<file path="config.mk">
export PLATFORM = sky130hd
export DESIGN_NAME = gbp_controller
export DESIGN_NICKNAME = d
export VERILOG_FILES = /design/src/hdl/gbp_pkg.sv /design/src/hdl/gbp_controller.sv
export SDC_FILE = /design/constraint.sdc
export NUM_CORES = 1
export LEC_CHECK = 0
export BUFFER_PORTS_ARGS = -buffer_cell sky130_fd_sc_hd__buf_2
export CORE_MARGIN = 2
export CORE_UTILIZATION = 50
export DETAILED_ROUTE_END_ITERATION = 12
export HOLD_SLACK_MARGIN = 0.06
export PLACE_DENSITY = 0.82
export SETUP_SLACK_MARGIN = 0.4
export SYNTH_ARGS = -nofsm -noshare
export SYNTH_HDL_FRONTEND = slang
export SYNTH_SLANG_ARGS = --single-unit
</file>
<file path="constraint.sdc">
create_clock -name i_clk -period 3.1 [get_ports i_clk]
set_input_delay 0.31 -clock i_clk [delete_from_list [all_inputs] [get_ports i_clk]]
set_output_delay 0.31 -clock i_clk [all_outputs]
set_load 0.02 [all_outputs]
</file>
<file path="src/hdl/gbp_pkg.sv">
`default_nettype none

package gbp_pkg;

    // Default geometry of the grid and the obstacle table.
    localparam int DEF_GRID_COLS      = 64;
    localparam int DEF_GRID_ROWS      = 16;
    localparam int DEF_CELL_SHIFT     = 4;
    localparam int DEF_SLOTS_PER_CELL = 2;
    localparam int DEF_OBSTACLE_COUNT = 16;

    // Fixed field widths.
    localparam int CMD_W  = 3;
    localparam int IDX_W  = 4;
    localparam int X_W    = 10;
    localparam int Y_W    = 8;
    localparam int WH_W   = 8;
    localparam int SLOT_W = IDX_W + 1;

    typedef enum logic [CMD_W-1:0] {
        CMD_SET_PLAYER     = 3'd0,
        CMD_ADD            = 3'd1,
        CMD_REMOVE         = 3'd2,
        CMD_MOVE           = 3'd3,
        CMD_QUERY_PLAYER   = 3'd4,
        CMD_QUERY_OBSTACLE = 3'd5
    } t_command;

    // Stored form of a box.
    typedef struct packed {
        logic [X_W-1:0]  left;
        logic [Y_W-1:0]  bottom;
        logic [WH_W-1:0] wide;
        logic [WH_W-1:0] tall;
    } t_box;

    // Edges of a box; the top may lie above zero and is then negative.
    typedef struct packed {
        logic signed [11:0] left;
        logic signed [11:0] right;
        logic signed [11:0] bottom;
        logic signed [11:0] top;
    } t_edges;

    // Commands from the controller to the datapath.
    typedef struct packed {
        logic clr_write;
        logic load;
        logic write_player;
        logic store_box;
        logic start_walk;
        logic walk_use_new;
        logic walk_insert;
        logic cell_read;
        logic cell_write;
        logic slot_check;
        logic slot_next;
        logic cursor_step;
        logic hit_init;
    } t_ctrl;

    // Status from the datapath to the controller.
    typedef struct packed {
        logic             clr_last;
        logic [CMD_W-1:0] cmd;
        logic             player_ok;
        logic             obst_ok;
        logic             query_ok;
        logic             span_differ;
        logic             is_query;
        logic             cell_last;
        logic             slot_last;
    } t_stat;

    function automatic t_edges box_edges(t_box b);
        t_edges     e;
        logic [10:0] r;
        r        = 11'(b.left) + 11'(b.wide);
        e.left   = $signed({2'b00, b.left});
        e.right  = $signed({1'b0, r});
        e.bottom = $signed({4'b0000, b.bottom});
        e.top    = $signed({4'b0000, b.bottom}) - $signed({4'b0000, b.tall});
        return e;
    endfunction

    // Inclusive overlap of two boxes.
    function automatic logic boxes_overlap(t_edges a, t_edges b);
        return (a.right >= b.left) && (a.left <= b.right) &&
               (a.bottom >= b.top) && (a.top <= b.bottom);
    endfunction

endpackage

`default_nettype wire

</file>
<file path="src/hdl/gbp_controller.sv">
`default_nettype none

module gbp_controller (
    input  wire logic           i_clk,
    input  wire logic           i_rst_n,
    input  wire gbp_pkg::t_stat i_stat,
    input  wire logic           i_in_valid,
    input  wire logic           i_out_ready,
    output gbp_pkg::t_ctrl      o_ctrl,
    output logic                o_in_ready,
    output logic                o_out_valid
);

    typedef enum logic [6:0] {
        S_CLEAR  = 7'b0000001,
        S_IDLE   = 7'b0000010,
        S_DECIDE = 7'b0000100,
        S_READ   = 7'b0001000,
        S_MODIFY = 7'b0010000,
        S_SLOT   = 7'b0100000,
        S_OUT    = 7'b1000000
    } t_state;

    t_state r_state, n_state;
    logic   r_second, n_second;

    // State register.
    always_ff @(posedge i_clk) begin
        if (!i_rst_n) begin
            r_state  <= S_CLEAR;
            r_second <= 1'b0;
        end else begin
            r_state  <= n_state;
            r_second <= n_second;
        end
    end

    // Next state and datapath commands.
    always_comb begin
        n_state     = r_state;
        n_second    = r_second;
        o_ctrl      = '0;
        o_in_ready  = 1'b0;
        o_out_valid = 1'b0;
        case (r_state)
            S_CLEAR: begin
                o_ctrl.clr_write = 1'b1;
                if (i_stat.clr_last) begin
                    n_state = S_IDLE;
                end
            end
            S_IDLE: begin
                o_in_ready  = 1'b1;
                o_ctrl.load = i_in_valid;
                if (i_in_valid) begin
                    n_state = S_DECIDE;
                end
            end
            S_DECIDE: begin
                o_ctrl.hit_init = 1'b1;
                n_state         = S_OUT;
                n_second        = 1'b0;
                case (i_stat.cmd)
                    gbp_pkg::CMD_SET_PLAYER: begin
                        o_ctrl.write_player = i_stat.player_ok;
                    end
                    gbp_pkg::CMD_ADD: begin
                        if (i_stat.obst_ok) begin
                            o_ctrl.store_box    = 1'b1;
                            o_ctrl.start_walk   = 1'b1;
                            o_ctrl.walk_use_new = 1'b1;
                            o_ctrl.walk_insert  = 1'b1;
                            n_state             = S_READ;
                        end
                    end
                    gbp_pkg::CMD_REMOVE: begin
                        if (i_stat.obst_ok) begin
                            o_ctrl.start_walk = 1'b1;
                            n_state           = S_READ;
                        end
                    end
                    gbp_pkg::CMD_MOVE: begin
                        if (i_stat.obst_ok) begin
                            o_ctrl.store_box = 1'b1;
                            if (i_stat.span_differ) begin
                                o_ctrl.start_walk = 1'b1;
                                n_second          = 1'b1;
                                n_state           = S_READ;
                            end
                        end
                    end
                    gbp_pkg::CMD_QUERY_PLAYER, gbp_pkg::CMD_QUERY_OBSTACLE: begin
                        if (i_stat.query_ok) begin
                            o_ctrl.start_walk   = 1'b1;
                            o_ctrl.walk_use_new = 1'b1;
                            n_state             = S_READ;
                        end
                    end
                    default: begin
                        n_state = S_OUT;
                    end
                endcase
            end
            S_READ: begin
                o_ctrl.cell_read = 1'b1;
                n_state          = S_MODIFY;
            end
            S_MODIFY: begin
                if (i_stat.is_query) begin
                    n_state = S_SLOT;
                end else begin
                    o_ctrl.cell_write = 1'b1;
                    if (!i_stat.cell_last) begin
                        o_ctrl.cursor_step = 1'b1;
                        n_state            = S_READ;
                    end else if (r_second) begin
                        // Old range cleared: now enter the new one.
                        o_ctrl.start_walk   = 1'b1;
                        o_ctrl.walk_use_new = 1'b1;
                        o_ctrl.walk_insert  = 1'b1;
                        n_second            = 1'b0;
                        n_state             = S_READ;
                    end else begin
                        n_state = S_OUT;
                    end
                end
            end
            S_SLOT: begin
                o_ctrl.slot_check = 1'b1;
                if (!i_stat.slot_last) begin
                    o_ctrl.slot_next = 1'b1;
                end else if (!i_stat.cell_last) begin
                    o_ctrl.cursor_step = 1'b1;
                    n_state            = S_READ;
                end else begin
                    n_state = S_OUT;
                end
            end
            S_OUT: begin
                o_out_valid = 1'b1;
                if (i_out_ready) begin
                    n_state = S_IDLE;
                end
            end
            default: begin
                n_state = S_CLEAR;
            end
        endcase
    end

endmodule

`default_nettype wire

</file>
==> results.cfg, run 1 <==
[global_routing]
antenna_found_initial = 0
grt_max_degree = 12
grt_usage_pct = 22.2
gr-max-usage-layer = met2
grt_remaining_overflow = 0
met2_usage_pct = 38.8
grt_pass1_vias = 695
gr-usage-met1_pct = 26.1
grt_pass1_wl_um = 3010
grtUsageMet3_pct = 4.31

[cells_and_area]
area_growth_pct = 20.5
seqCellArea_um2 = 160
antennaDiodeCount = 0
layout.nets = 139
multi_input_area_um2 = 519
fillers = 121
drive_above_1_share_pct = 31.1
stdcell_count = 137

[routing]
drtAntennaViolNets = 0
drt_iter0_markers = 41
wire_per_inst_um = 13.9
vias = 849
viasPerCell = 6.20
first_pass_iters = 4
drc = 0
totalWireLength_um = 1900

[timing]
hold_violations = 0
slew_violations = 0
tightest_slew_ps = 453
max_slew_margin_pct = 69.8
fin_skew_ps = 3.07
setup_viol = 0
fmax_ghz = 0.445
rsz0062_at_grt = false
fin_crit_ps = 2250
setup_tns_ps = 0
fin_crit_sh_pct = 72.4

[hold_path]
hp-class = input pin to register
worstHoldStart = i_rst_n

[worst_setup_path]
r2r_start = r_state[6]
startpoint = r_state[6]
criticalPathCategory = register to output port
crit_fanout = 11
cp.arrival_ps = 1940
end_kind = output port
start_kind = register
crit_required_ps = 2790

[floorplanning]
rows = 13
start_util_pct = 55.3
io_pins = 30
dieHeight_um = 42.4
core_area_um2 = 1330
die_w_um = 42.4
die-area_um2 = 1800

[outcome]
outcome = completed

[synth]
ys.warnings.count = 0
synth_top_area_share_pct = 21.7
synthTopCellsByArea = dfxtp_1, and3_1, nor3_1
synth_flop_cell = dfxtp_1
synth_edf_count = 0
synthDominantAreaCellType = dfxtp_1
synth.avg_cell_area_um2 = 7.76
synth_nets = 110
yosys.cell_types.count = 45
synth-async-reset-ratio_pct = 0
synthCells = 95
yosys_register_bits = 8
seq_area_frac_synth_pct = 21.7
synth_area_um2 = 737

[clock_network]
clkSinkCount = 8
cts_hold_buffers = 0
cts.clk_slew.worst_paths_ps = 60
postCtsSetupRepairBufs = 0
clk_latency_ps = 260
numCtsBuffers = 3
cts_tree = done
root_buffer = clkbuf_4
cts_buffer_depth = 2
ctsHtreeMaxLevel = 1
cts_resized = 0

[placement]
dpl.cell_count = 134
hpwl_um = 1440
io_buffers = 29
gp_congestion = 0.792

[power_and_ir_drop]
ir_worst_vdd_v = 0.000277
power_frac_comb_pct = 45.6
pwr-share-clk_pct = 18.4
p_leak_uw = 0.000421
cellPowerDensity_nw_per_um2 = 516
swShare_pct = 42.5
power.switching_uw = 195
p_int_uw = 263
seqPwrFrac_pct = 36.0

[flow_run]
cap_violations = 0
## logic make-up (layout without fill, tap and decap cells)
group / after synthesis / after routing / share of synthesized area [%]
compound gates: 19 / 19 / 19.7
xor+xnor: 4 / 4 / 4.75
buf+inv: 11 / 38 / 7.81
flops: 8 / 8 / 21.7
simple gates: 53 / 53 / 46.0
## worst max-delay path, cell delays in order, from the launching register on
cell      delay, ps
dfxtp_1         450
nor3_4          310
nand4b_1        360
a211o_1         340
nand2_1          60
buf_2           160
## final timing paths
check / depth (start not counted) / slack (ps) / endpoint
worst max-delay path: 5 / 850 / o_ctrl[7]
worst min-delay path: 2 / 310 / r_state[4]
worst max register to register: 4 / 1290 / r_second
worst min register to register: 2 / 510 / r_second
## metal layers
layer	vias up	routed length (um)
met1	389	776
met3	4	160
met5	-	0
met4	0	32
met2	49	931
li1	407	-
## power by group through the flow
| stage | logic [uW] | clock network [uW] | registers (uW) |
|---|---|---|---|
| floorplan | 204 | 0 | 128 |
| global placement | 202 | 0 | 163 |
| detailed placement | 207 | 0 | 166 |
| CTS | 208 | 85.8 | 163 |
| global route | 227 | 90.7 | 169 |
| finish | 209 | 84.2 | 165 |
## per-stage QoR
| stage | utilization (%) | hold slack (ps) | total power, uW | area, um^2 | setup WS, ps |
|---|---|---|---|---|---|
| 2_1_floorplan | - | 456 | 332 | 737 | 1100 |
| 3_3_place_gp | 64.9 | 485 | 365 | 866 | 1210 |
| 3_5_place_dp | 64.9 | 495 | 372 | 866 | 1170 |
| 4_1_cts | 66.6 | 313 | 457 | 888 | 888 |
| 5_1_grt | 66.6 | 312 | 486 | 888 | 652 |
| 6_report | 66.6 | 311 | 458 | 888 | 854 |
## cell usage in the layout, fill, tap and decap left out, types with 3 or more instances in the layout
cell type	Yosys	layout
nor3b_1	4	4
buf_2	1	29
a21oi_1	3	3
nand2b_1	3	3
inv_1	6	6
nand2_1	6	6
nor2_1	8	8
dfxtp_1	8	8
nor3_1	6	6
and3_1	5	5
clkbuf_4	0	3
## sequential cells by signal (all words and copies together) (netlist names)
name and cells:
r_second 1, r_state 7
## area by class of cell
class | instances | area share [%]
Clock buffer | 3 | 2.54
Timing Repair Buffer | 29 | 16.3
Tap cell | 15 | 2.11
Inverter | 6 | 2.54
Multi-Input combinational cell | 76 | 58.5
Sequential cell | 8 | 18.0
## Yosys cell counts (2+ instances only)
library cell,number
nand2_1,6
nand3_1,2
or3b_1,2
buf_6,2
nor3b_1,4
a211o_1,2
and3_1,5
inv_1,6
xnor2_1,2
o211ai_1,2
nand4_1,2
nor3_1,6
and2_1,2
nand2b_1,3
a31oi_1,2
a21oi_1,3
nor2_1,8
dfxtp_1,8
xor2_1,2
No activity file was read; power rests on OpenSTA's default activity.
==> run 2: changes to the inputs <==
Settings changed: ABC_AREA set to 1, CORE_UTILIZATION 50 to 47, PLACE_DENSITY 0.82 to 0.78.
Clock period 3.1 ns to 2.1 ns, I/O delays scaled along.
==> run 2 against run 1 <==
  * Sequential power grew 32%
  * Hold slack lost 84 ps
  * Clock power grew 44%
  * Die area grew 6.9%
  * Setup slack lost 410 ps
  * Synthesized area grew 1.2%
  * Critical path type unchanged
  * Sequential share of layout area shrank 2.5 points
  * Clock skew grew 3.9 ps
  * Largest cell class unchanged
==> results.cfg, run 2 <==
[outcome]
outcome = completed

[worst_setup_path]
start_kind = register
slowest_stage = dfxtp_1
path_buf_inv = 2
cp_slowest_stage_delay_ps = 320
cp.arrival_ps = 1440
criticalPathCategory = register to output port
end_kind = output port
crit_required_ps = 1890
rr_worst_depth = 10
critical_path_depth = 8
crit_fanout = 3
path_delay_family = simple AND/OR/NAND/NOR gates
worstPathCellList = inv_2, nand2_4, nor2_4, nand2_2, o21ai_2, nand2_1, a21oi_1, buf_4

[placement]
place_area_um2 = 911
pre_cts_slack_ps = 644
io_buffers = 29
gp_congestion = 0.800
dpl.cell_count = 166
hpwl_um = 1460

[synth]
synthCells = 121
synth_flop_cell = dfxtp_1
yosys.cell_types.count = 26
synth_top_area_share_pct = 21.5
yosys_register_bits = 8
synth_edf_count = 0
synth_area_um2 = 746
netlist_top_cells_count = nand2_1, inv_1, nor2_1, inv_2, dfxtp_1
seq_area_frac_synth_pct = 21.5
synthDominantAreaCellType = dfxtp_1
synthTopCellsByArea = dfxtp_1, nand2_1, inv_1
synth.avg_cell_area_um2 = 6.16
ys.warnings.count = 0
synth_nets = 136
yosysMostFrequentCell = nand2_1
synth-async-reset-ratio_pct = 0

[timing]
hold_violations = 0
fin_crit_ps = 1650
tightest_slew_ps = 355
slew_violations = 0
fin_skew_ps = 6.94
max_slew_margin_pct = 76.1
rsz0062_at_grt = true
fin_crit_sh_pct = 78.7
setup_viol = 0
fmax_ghz = 0.605
setup_tns_ps = 0
fin_ws_ps = 446

[clock_network]
numCtsBuffers = 3
cts_buffer_depth = 2
cts_tree = done
clkSinkCount = 8
clk_latency_ps = 260
cts.clk_slew.worst_paths_ps = 50
root_buffer = clkbuf_4
ctsHtreeMaxLevel = 1
cts_hold_buffers = 0

[cells_and_area]
layout_commonest_cell = nand2_1
fillers = 131
largest_reg_flops = 7
antennaDiodeCount = 0
multi_input_area_um2 = 518
seqCellArea_um2 = 164
largestRegisters = r_state (7), r_second (1)
fin_util_pct = 70.8
stdcell_count = 178
drive_above_1_share_pct = 50.6
area_growth_pct = 41.4
layout.nets = 179
top_register = r_state
final_cell_mix = nand2_1, buf_2, inv_1, nor2_1, buf_4
fin_area_um2 = 1050

[floorplanning]
die-area_um2 = 1920
rows = 14
io_pins = 30
core_area_um2 = 1490
die_w_um = 43.8
start_util_pct = 50.1
dieHeight_um = 43.8

[routing]
totalWireLength_um = 1930
drtAntennaViolNets = 0
viasPerCell = 4.99
vias = 889
drc = 0
drt_iter0_markers = 12
wire_per_inst_um = 10.8
first_pass_iters = 4

[hold_path]
hold_depth = 2
hp-class = input pin to register

[global_routing]
grt_pass1_wl_um = 3050
grt_max_degree = 7
grt_usage_pct = 20.3
grt_pass1_vias = 800
grt_remaining_overflow = 0
antenna_found_initial = 0

[power_and_ir_drop]
ir_worst_vdd_v = 0.000418
p_leak_uw = 0.000591
cellPowerDensity_nw_per_um2 = 762

[flow_run]
cap_violations = 0
## run 2: changes by cell type in the layout (fill, tap and decap cells not counted), sizes merged, moves of 3 or more
cell,before,now
nand2,6,34
inv,6,27
nor2,8,20
buf,29,38
nand3,2,11
and3,5,0
nor3,7,2
o21ai,2,6
and2,3,0
nand2b,3,0
nor3b,4,1
## run 2: worst paths after layout
kind,from,to,slack (ps)
worst min-delay path,i_rst_n,r_state[0],230
worst max register to register,r_state[1],r_state[6],690
worst min register to register,r_second,r_second,510
worst max-delay path,r_state[3],o_ctrl[1],450
## run 2: cells by family (layout without fill, tap and decap cells)
kind of cell | count (synthesis) | after routing | share of synthesized area, %
simple gates | 75 | 75 | 56.7
flops | 8 | 8 | 21.5
buf+inv | 28 | 69 | 14.1
compound gates | 10 | 10 | 7.72
## run 2: power breakdown
part	total (uW)	switching, uW	internal [uW]
logic	464	287	177
clock network	121	55.4	65.6
registers	218	36.6	182
## run 2: timing repair
action | 4_1_cts | 5_1_grt
setup endpoints to repair | 4 | 5
gates cloned | 0 | 0
buffers inserted | 2 | 7
gates resized for setup | 0 | 17
pin swaps | 2 | 5
endpoints found under the hold margin | 0 | 0
## run 2: routing by layer
metal  share of wire, %  global-route usage (%)  vias to the layer above
met1                 44                    24.6                      392
li1                   -                       -                      457
met2                 50                    37.1                       36
met3                4.6                    1.25                        4
met5                  0                       0                        -
met4                1.6                    7.27                        0
## run 2: layout make-up
class / count / share of cell area (%)
multi-input cells: 85 / 49.1
repair buffers: 38 / 20.9
flip-flops and latches: 8 / 15.5
inverters: 28 / 10.4
clock buffers: 3 / 2.14
well taps: 16 / 1.90
## run 2: stage by stage
| step | hold WS [ps] | total power, uW |
|---|---|---|
| after global placement | 462 | 597 |
| final | 227 | 804 |
| after global routing | 231 | 867 |
| after detailed placement | 468 | 607 |
| after CTS | 216 | 747 |
| after floorplan | 294 | 513 |
